<file path="src/rtl/cbaabb_pkg.sv">
// Types, constants and helpers for the camera box / AABB collision block.
// No dependencies.
`default_nettype none
package cbaabb_pkg;

	localparam int COORD_BITS = 32;
	localparam int MAG_BITS   = COORD_BITS - 1;
	// Wide enough for a span edge minus a camera edge plus a move.
	localparam int GW         = COORD_BITS + 3;
	localparam int DATA_W     = (MAG_BITS > 32) ? 64 : 32;
	localparam int ADDR_W     = (DATA_W == 64) ? 6 : 5;
	localparam int IDX_LSB    = (DATA_W == 64) ? 3 : 2;
	localparam int IDX_W      = ADDR_W - IDX_LSB;

	localparam logic [IDX_W-1:0] REG_BOX_LEFT   = IDX_W'(0);
	localparam logic [IDX_W-1:0] REG_BOX_RIGHT  = IDX_W'(1);
	localparam logic [IDX_W-1:0] REG_BOX_BOTTOM = IDX_W'(2);
	localparam logic [IDX_W-1:0] REG_BOX_TOP    = IDX_W'(3);
	localparam logic [IDX_W-1:0] REG_BOX_BACK   = IDX_W'(4);
	localparam logic [IDX_W-1:0] REG_BOX_FRONT  = IDX_W'(5);

	typedef logic signed [GW-1:0] wide_t;

	typedef struct packed {
		logic signed [COORD_BITS-1:0] aabb_pos_x;
		logic signed [COORD_BITS-1:0] aabb_pos_y;
		logic signed [COORD_BITS-1:0] aabb_pos_z;
		logic [MAG_BITS-1:0]          aabb_size_x;
		logic [MAG_BITS-1:0]          aabb_size_y;
		logic [MAG_BITS-1:0]          aabb_size_z;
		logic signed [COORD_BITS-1:0] cam_mid_x;
		logic signed [COORD_BITS-1:0] cam_mid_y;
		logic signed [COORD_BITS-1:0] cam_mid_z;
		logic signed [COORD_BITS-1:0] move_x;
		logic signed [COORD_BITS-1:0] move_y;
		logic signed [COORD_BITS-1:0] move_z;
	} query_t;

	typedef struct packed {
		logic overlap;
		logic hit_x;
		logic hit_y;
		logic hit_z;
	} result_t;

	// Per-axis verdict: pass is the overlap test, hit is not yet gated by overlap.
	typedef struct packed {
		logic pass;
		logic hit;
	} axis_res_t;

	function automatic wide_t sext_coord(input logic signed [COORD_BITS-1:0] v);
		return wide_t'({{(GW-COORD_BITS){v[COORD_BITS-1]}}, v});
	endfunction

	function automatic wide_t zext_mag(input logic [MAG_BITS-1:0] v);
		return wide_t'({{(GW-MAG_BITS){1'b0}}, v});
	endfunction

	// size >> 1, low bit dropped
	function automatic wide_t half_mag(input logic [MAG_BITS-1:0] v);
		return wide_t'({{(GW-MAG_BITS+1){1'b0}}, v[MAG_BITS-1:1]});
	endfunction

endpackage
`default_nettype wire

</file>
<file path="src/rtl/camera_box_aabb_axis_collision.sv">
// Top level: camera box vs AABB overlap and per-axis collision test.
// Depends on cbaabb_pkg and cbaabb_axis.
//
//   channel   dir  handshake                  word
//   query     in   query_valid/query_ready    cbaabb_pkg::query_t
//   result    out  result_valid/result_ready  cbaabb_pkg::result_t
//   apb       in   psel/penable/pwrite        box extents, regs 0..5 at 4*i
//
// One word per cycle while the result is not stalled. A word passes the query
// register, then all three axis units in one combinational pass into the result
// register. A stalled result holds the result register; the query register keeps
// accepting as long as its word can move into the result register.
// arst_n clears the valid bits and the six extent registers (to 0).
`default_nettype none
module camera_box_aabb_axis_collision (
	input  var logic                              clk,
	input  var logic                              arst_n,
	// query channel
	input  var logic                              query_valid,
	output logic                                  query_ready,
	input  var cbaabb_pkg::query_t                query,
	// result channel
	output logic                                  result_valid,
	input  var logic                              result_ready,
	output cbaabb_pkg::result_t                   result,
	// configuration
	input  var logic                              psel,
	input  var logic                              penable,
	input  var logic                              pwrite,
	input  var logic [cbaabb_pkg::ADDR_W-1:0]     paddr,
	input  var logic [cbaabb_pkg::DATA_W-1:0]     pwdata,
	output logic [cbaabb_pkg::DATA_W-1:0]         prdata,
	output logic                                  pready
);
	import cbaabb_pkg::*;

	// ---------------- extent registers ----------------
	logic [MAG_BITS-1:0] box_left_q, box_right_q, box_bottom_q;
	logic [MAG_BITS-1:0] box_top_q, box_back_q, box_front_q;
	logic [IDX_W-1:0]    reg_idx;
	logic                cfg_wr;

	assign pready  = 1'b1;
	assign reg_idx = paddr[ADDR_W-1:IDX_LSB];
	assign cfg_wr  = psel && penable && pwrite;

	always_ff @(posedge clk or negedge arst_n) begin
		if (!arst_n) begin
			box_left_q   <= '0;
			box_right_q  <= '0;
			box_bottom_q <= '0;
			box_top_q    <= '0;
			box_back_q   <= '0;
			box_front_q  <= '0;
		end else if (cfg_wr) begin
			unique case (reg_idx)
				REG_BOX_LEFT:   box_left_q   <= pwdata[MAG_BITS-1:0];
				REG_BOX_RIGHT:  box_right_q  <= pwdata[MAG_BITS-1:0];
				REG_BOX_BOTTOM: box_bottom_q <= pwdata[MAG_BITS-1:0];
				REG_BOX_TOP:    box_top_q    <= pwdata[MAG_BITS-1:0];
				REG_BOX_BACK:   box_back_q   <= pwdata[MAG_BITS-1:0];
				REG_BOX_FRONT:  box_front_q  <= pwdata[MAG_BITS-1:0];
				default: ; // unmapped index, write dropped
			endcase
		end
	end

	always_comb begin
		unique case (reg_idx)
			REG_BOX_LEFT:   prdata = DATA_W'(box_left_q);
			REG_BOX_RIGHT:  prdata = DATA_W'(box_right_q);
			REG_BOX_BOTTOM: prdata = DATA_W'(box_bottom_q);
			REG_BOX_TOP:    prdata = DATA_W'(box_top_q);
			REG_BOX_BACK:   prdata = DATA_W'(box_back_q);
			REG_BOX_FRONT:  prdata = DATA_W'(box_front_q);
			default:        prdata = '0;
		endcase
	end

	// ---------------- pipeline control ----------------
	query_t  query_s1;
	logic    valid_s1;
	result_t result_q;
	logic    result_valid_q;
	logic    adv_s1;       // stage 1 word may move into the result register
	result_t res_c;

	assign adv_s1       = !result_valid_q || result_ready;
	assign query_ready  = !valid_s1 || adv_s1;
	assign result_valid = result_valid_q;
	assign result       = result_q;

	always_ff @(posedge clk or negedge arst_n) begin
		if (!arst_n) begin
			valid_s1       <= 1'b0;
			result_valid_q <= 1'b0;
		end else begin
			if (query_ready)
				valid_s1 <= query_valid;
			if (adv_s1)
				result_valid_q <= valid_s1;
		end
	end

	always_ff @(posedge clk) begin
		if (query_valid && query_ready)
			query_s1 <= query;
		if (adv_s1 && valid_s1)
			result_q <= res_c;
	end

	// ---------------- spans ----------------
	// X and Z are centred on the position with half size; Y rests on its position.
	wide_t x_lo, x_hi, y_lo, y_hi, z_lo, z_hi;
	wide_t l_w, r_w, b_w, t_w, bk_w, fr_w;

	always_comb begin
		x_lo = sext_coord(query_s1.aabb_pos_x) - half_mag(query_s1.aabb_size_x);
		x_hi = sext_coord(query_s1.aabb_pos_x) + half_mag(query_s1.aabb_size_x);
		y_lo = sext_coord(query_s1.aabb_pos_y);
		y_hi = sext_coord(query_s1.aabb_pos_y) + zext_mag(query_s1.aabb_size_y);
		z_lo = sext_coord(query_s1.aabb_pos_z) - half_mag(query_s1.aabb_size_z);
		z_hi = sext_coord(query_s1.aabb_pos_z) + half_mag(query_s1.aabb_size_z);
		l_w  = zext_mag(box_left_q);
		r_w  = zext_mag(box_right_q);
		b_w  = zext_mag(box_bottom_q);
		t_w  = zext_mag(box_top_q);
		bk_w = zext_mag(box_back_q);
		fr_w = zext_mag(box_front_q);
	end

	axis_res_t ax_x, ax_y, ax_z;

	cbaabb_axis u_axis_x (
		.span_lo (x_lo),
		.span_hi (x_hi),
		.mid     (sext_coord(query_s1.cam_mid_x)),
		.ov_dn   (l_w),
		.ov_up   (r_w),
		.gap_up  (r_w),
		.gap_dn  (l_w),
		.move    (sext_coord(query_s1.move_x)),
		.res     (ax_x)
	);

	cbaabb_axis u_axis_y (
		.span_lo (y_lo),
		.span_hi (y_hi),
		.mid     (sext_coord(query_s1.cam_mid_y)),
		.ov_dn   (b_w),
		.ov_up   (t_w),
		.gap_up  (t_w),
		.gap_dn  (b_w),
		.move    (sext_coord(query_s1.move_y)),
		.res     (ax_y)
	);

	// Z keeps the crossed roles: back/front swap between overlap and gap.
	cbaabb_axis u_axis_z (
		.span_lo (z_lo),
		.span_hi (z_hi),
		.mid     (sext_coord(query_s1.cam_mid_z)),
		.ov_dn   (bk_w),
		.ov_up   (fr_w),
		.gap_up  (bk_w),
		.gap_dn  (fr_w),
		.move    (sext_coord(query_s1.move_z)),
		.res     (ax_z)
	);

	always_comb begin
		res_c.overlap = ax_x.pass && ax_y.pass && ax_z.pass;
		res_c.hit_x   = res_c.overlap && ax_x.hit;
		res_c.hit_y   = res_c.overlap && ax_y.hit;
		res_c.hit_z   = res_c.overlap && ax_z.hit;
	end

endmodule
`default_nettype wire

</file>
<file path="src/rtl/cbaabb_axis.sv">
// One axis of the overlap and collision test: camera edges against an AABB span.
// Depends on cbaabb_pkg.
`default_nettype none
module cbaabb_axis (
	input  var cbaabb_pkg::wide_t     span_lo,
	input  var cbaabb_pkg::wide_t     span_hi,
	input  var cbaabb_pkg::wide_t     mid,
	input  var cbaabb_pkg::wide_t     ov_dn,
	input  var cbaabb_pkg::wide_t     ov_up,
	input  var cbaabb_pkg::wide_t     gap_up,
	input  var cbaabb_pkg::wide_t     gap_dn,
	input  var cbaabb_pkg::wide_t     move,
	output cbaabb_pkg::axis_res_t     res
);
	import cbaabb_pkg::*;

	wide_t lo_e, hi_e, gp, gn, gp_sum, gp_dif, gn_sum, gn_dif;
	logic  in_span, covers, mv_pos, mv_neg;

	always_comb begin
		lo_e    = mid - ov_dn;
		hi_e    = mid + ov_up;
		in_span = (hi_e > span_lo && hi_e < span_hi) || (lo_e < span_hi && lo_e > span_lo);
		covers  = (hi_e >= span_hi) && (lo_e <= span_lo);

		gp     = span_lo - (mid + gap_up);
		gn     = span_hi - (mid - gap_dn);
		mv_neg = move[GW-1];
		mv_pos = !move[GW-1] && (move != '0);

		// |g| <= |move| written as -|move| <= g <= |move|, no negation needed
		gp_sum = gp + move;
		gp_dif = gp - move;
		gn_sum = gn + move;
		gn_dif = gn - move;

		res.pass = in_span || covers;
		res.hit  = (mv_pos && !gp_sum[GW-1] && (gp_dif[GW-1] || gp_dif == '0))
		        || (mv_neg && !gn_dif[GW-1] && (gn_sum[GW-1] || gn_sum == '0));
	end

endmodule
`default_nettype wire

</file>
<file path="config.mk">
export PLATFORM = sky130hd
export DESIGN_NAME = camera_box_aabb_axis_collision
export DESIGN_NICKNAME = d
export VERILOG_FILES = /design/src/rtl/cbaabb_pkg.sv /design/src/rtl/camera_box_aabb_axis_collision.sv /design/src/rtl/cbaabb_axis.sv
export SDC_FILE = /design/constraint.sdc
export NUM_CORES = 2
export LEC_CHECK = 0
export BUFFER_PORTS_ARGS = -buffer_cell sky130_fd_sc_hd__buf_2
export CAP_MARGIN = 25
export CORE_MARGIN = 3
export CORE_UTILIZATION = 23
export CTS_CLUSTER_SIZE = 16
export DETAILED_ROUTE_END_ITERATION = 12
export PLACE_DENSITY_LB_ADDON = 0.15
export SLEW_MARGIN = 30
export SYNTH_ARGS = -nofsm -noshare
export SYNTH_HDL_FRONTEND = slang
export SYNTH_SLANG_ARGS = --single-unit
</file>
<file path="constraint.sdc">
create_clock -name clk -period 11.5 [get_ports clk]
set_input_delay 1.725 -clock clk [delete_from_list [all_inputs] [get_ports clk]]
set_output_delay 1.725 -clock clk [all_outputs]
set_load 0.02 [all_outputs]
</file>
==> key figures <==
Run status
  – Run status: finished, final reports clean

Pwr
  – NetSw: 0.0160 W
  – Sequential share of power: between 10 and 15%
  – Pleak: ~38 nW
  – Clock share of power: about a tenth
  – Comb pwr share: slightly above 80%
  – Power density cells: ~340 mW/mm^2
  – Pwr Total: about 0.028 W
  – Int Power: 0.0120 W
  – Sw frac: between 50% and 60%
  – VDD IR max: 0.000157 V

GRT
  – GRT Util Overall: about 20%
  – Antenna violations before repair: 47
  – GRT overflow: 0
  – First-pass GRT wire length: 458000 um
  – Vias in the first global route: approximately 64000
  – Pin count of the biggest net entering global routing: 131

Detailed routing
  – Starting DRT DRC Count: 4964
  – WL final: between 300000 and 400000 um
  – Routed len/inst: around 25 um
  – Drc violations: 0
  – DRT Pass-1 Iters: 6
  – Post-route ant nets: 0
  – Vias per cell: about 5
  – Vias: approximately 64000

Logic synthesis
  – Yosys top cell by area: ha_1
  – Synth unique cells: 91
  – Seq/Total Area, Yosys: a little under a quarter
  – Area of the mapped netlist: just over 0.07 mm^2
  – Yosys top cell area share: a little under a quarter
  – Post-synth EDFFs: 383
  – Synthesized flop and latch total: around 570
  – Mapped Cells: ~8400
  – Mapped Avg Cell Area: approximately 8.5 um^2
  – Synth warn: 0
  – Post-synth ARST share: 32.9%
  – Top cells by area, synth: ha_1, edfxtp_1, dfrtp_1, inv_1, a21oi_1
  – Most used DFF post-synth: edfxtp_1
  – Post-Syn Nets: a little over 10000

Worst setup path
  – Reg2reg setup slack: 710 ps
  – WP data arrival: about 11000 ps
  – Critical path type: reg -> reg
  – Start point of the critical path: query_s1[255]
  – RR Endpoint: result[2]
  – Worst path slowest cell: o31ai_1
  – RR Startpoint: query_s1[255]
  – R2R cell count: 42
  – Data required, critical path: 12160 ps
  – Crit path to: result[2]
  – Slowest stage delay, CP: between 600 and 700 ps
  – Crit-path max FO: 5
  – CP startpoint kind: flop
  – CP Capture Type: flop

STA
  – Clk_skew: roughly 37 ps
  – Slew of the pin with the lowest slew margin: 1160 ps
  – Final min period: roughly 11000 ps
  – Setup violators final: 0
  – Final Hold Fails: 0
  – Max Clock Freq: just over 90 MHz
  – Final Cycle Share: 93.8%
  – Slew headroom: 22.3%
  – RSZ-0062 raised after global routing: true
  – Hold Slack: 484 ps
  – Final Max Slew Viols: 0

Min path
  – Worst Hold Class: reg -> reg

Final layout
  – Share of cells above drive strength 1: under 10%
  – Design Area, Final: roughly 0.082 mm^2
  – NumNets Final: 10700
  – Post-layout util: 26.4%
  – Synth-to-layout area growth: 14.2%
  – Final Non-Filler Cells: between 10000 and 15000

Placed design
  – I/O Buffers: about 460
  – GP Congestion: about 0.9
  – Post-detail-place hpwl: 278000 um
  – Dpl cells: approximately 13000
  – Post-placement cell area: about 0.079 mm^2

Clocking
  – CTS tree: yes
  – CTS resizes: 0
  – Root buf cell: clkbuf_16
  – Clock transition at path regs: around 50 ps
  – CTS Sinks: 571
  – Clock buffer depth: 4
  – Latest clock arrival within the worst-skew pair: 820 ps
  – Hold buffers post-CTS: 0
  – Setup bufs post-CTS: 0
  – H-tree depth: 3
  – Cts bufs inserted: between 80 and 90

Floorplanning
  – DIE AREA: 0.318 mm^2
  – Initial core utilization: a little under a quarter
  – Chip Height: about 560 um
  – Total I/O pin count: approximately 460
  – Rows: 204
  – Die X: approximately 560 um
  – Core ar.: ~0.3 mm^2

Job
  – Max-cap viol count: 0
through the flow:
step	setup slack, ps	setup TNS, ps
after floorplan	121	0
after global placement	687	0
after detailed placement	674	0
after CTS	590	0
after global routing	-5.36	-5.36
final	713	0
Yosys cell counts (all sizes together), types with 148 or more instances:
master and number:
a21o 341, a21oi 715, clkbuf 179, dfrtp 188, edfxtp 383, ha 1294
inv 1008, nand2 401, nand2b 148, nand3 179, nor2 565, nor3 203
o21ai 471, o21bai 161, xnor2 392, xor2 171
cells in the final DEF (no fill, tap or decap), types with 94 or more instances in the layout:
master,instances
ha_1,1294
edfxtp_1,383
o21ai_0,470
nand2_1,400
nand4_1,120
xnor2_1,389
xor2_1,171
nor2_1,558
o21bai_1,161
nor2b_1,131
nand2b_1,148
nor4_1,104
inv_1,1008
dfrtp_1,188
nor3_1,201
a21o_1,340
a21oi_1,715
buf_2,455
nand3_1,179
a22oi_1,94
layer usage:
layer / vias to the layer above / routed length (um) / global-route usage, %
li1: 31200 / - / -
met5: - / 28 / 0
met2: 1542 / 149000 / 32.5
met4: 4 / 11700 / 6.94
met3: 318 / 11500 / 1.53
met1: 31200 / 152000 / 27.0
worst min path at each step:
stage,cells after the start,end,start,slack [ps]
3_3_place_gp,1,result_valid,valid_s1,460
5_1_grt,1,result_valid,valid_s1,520
2_1_floorplan,1,result_valid,valid_s1,450
4_1_cts,1,result_valid,valid_s1,490
3_5_place_dp,1,result_valid,valid_s1,480
6_report,1,result_valid,valid_s1,480
state kept, by name (all words and copies together), names as in the netlist:
name,count
box_front_q,31
result,4
box_bottom_q,31
valid_s1,1
box_right_q,31
box_left_q,31
result_valid,1
box_top_q,31
query_s1,379
box_back_q,31
power by group through the flow:
| stage | logic (W) | registers (W) | clock network (W) |
|---|---|---|---|
| 2_1_floorplan | 0.0153 | 0.00267 | 0 |
| 3_3_place_gp | 0.0224 | 0.00289 | 0 |
| 3_5_place_dp | 0.0224 | 0.00289 | 0 |
| 4_1_cts | 0.0225 | 0.00285 | 0.00275 |
| 5_1_grt | 0.0249 | 0.00287 | 0.00280 |
| 6_report | 0.0226 | 0.00285 | 0.00262 |
final cells by class:
class / instances / area (um^2)
antenna: 26 / 65.1
fill: 33500 / 227000
timing repair buffer: 525 / 2910
sequential: 571 / 16200
inverter: 1009 / 3790
clock inverter: 40 / 347
tap: 4120 / 5150
clock buffer: 109 / 2340
multi-input combinational: 6668 / 50900
cells by family after synthesis:
logic type	Yosys count	synth area share (%)
other	2	0.0105
flip-flops	571	22.7
multiplexers	110	1.69
AO/OA/AOI/OAI	2464	22.3
XOR/XNOR	563	6.90
adder cells (fa/ha/maj)	1377	25.0
AND/OR/NAND/NOR	2152	15.1
buffers and inverters	1203	6.37
worst max-delay path, delay by kind of cell, from the launching register on:
family | cells | cell delay, ps
AOI/OAI and AO/OA | 25 | 6470
xor gates and xnor gates | 2 | 1000
adders and majority gates | 4 | 1080
buffers and inverters | 5 | 780
DFF | 1 | 390
and+or+nand+nor | 6 | 900
No activity file was read; power rests on OpenSTA's default activity.
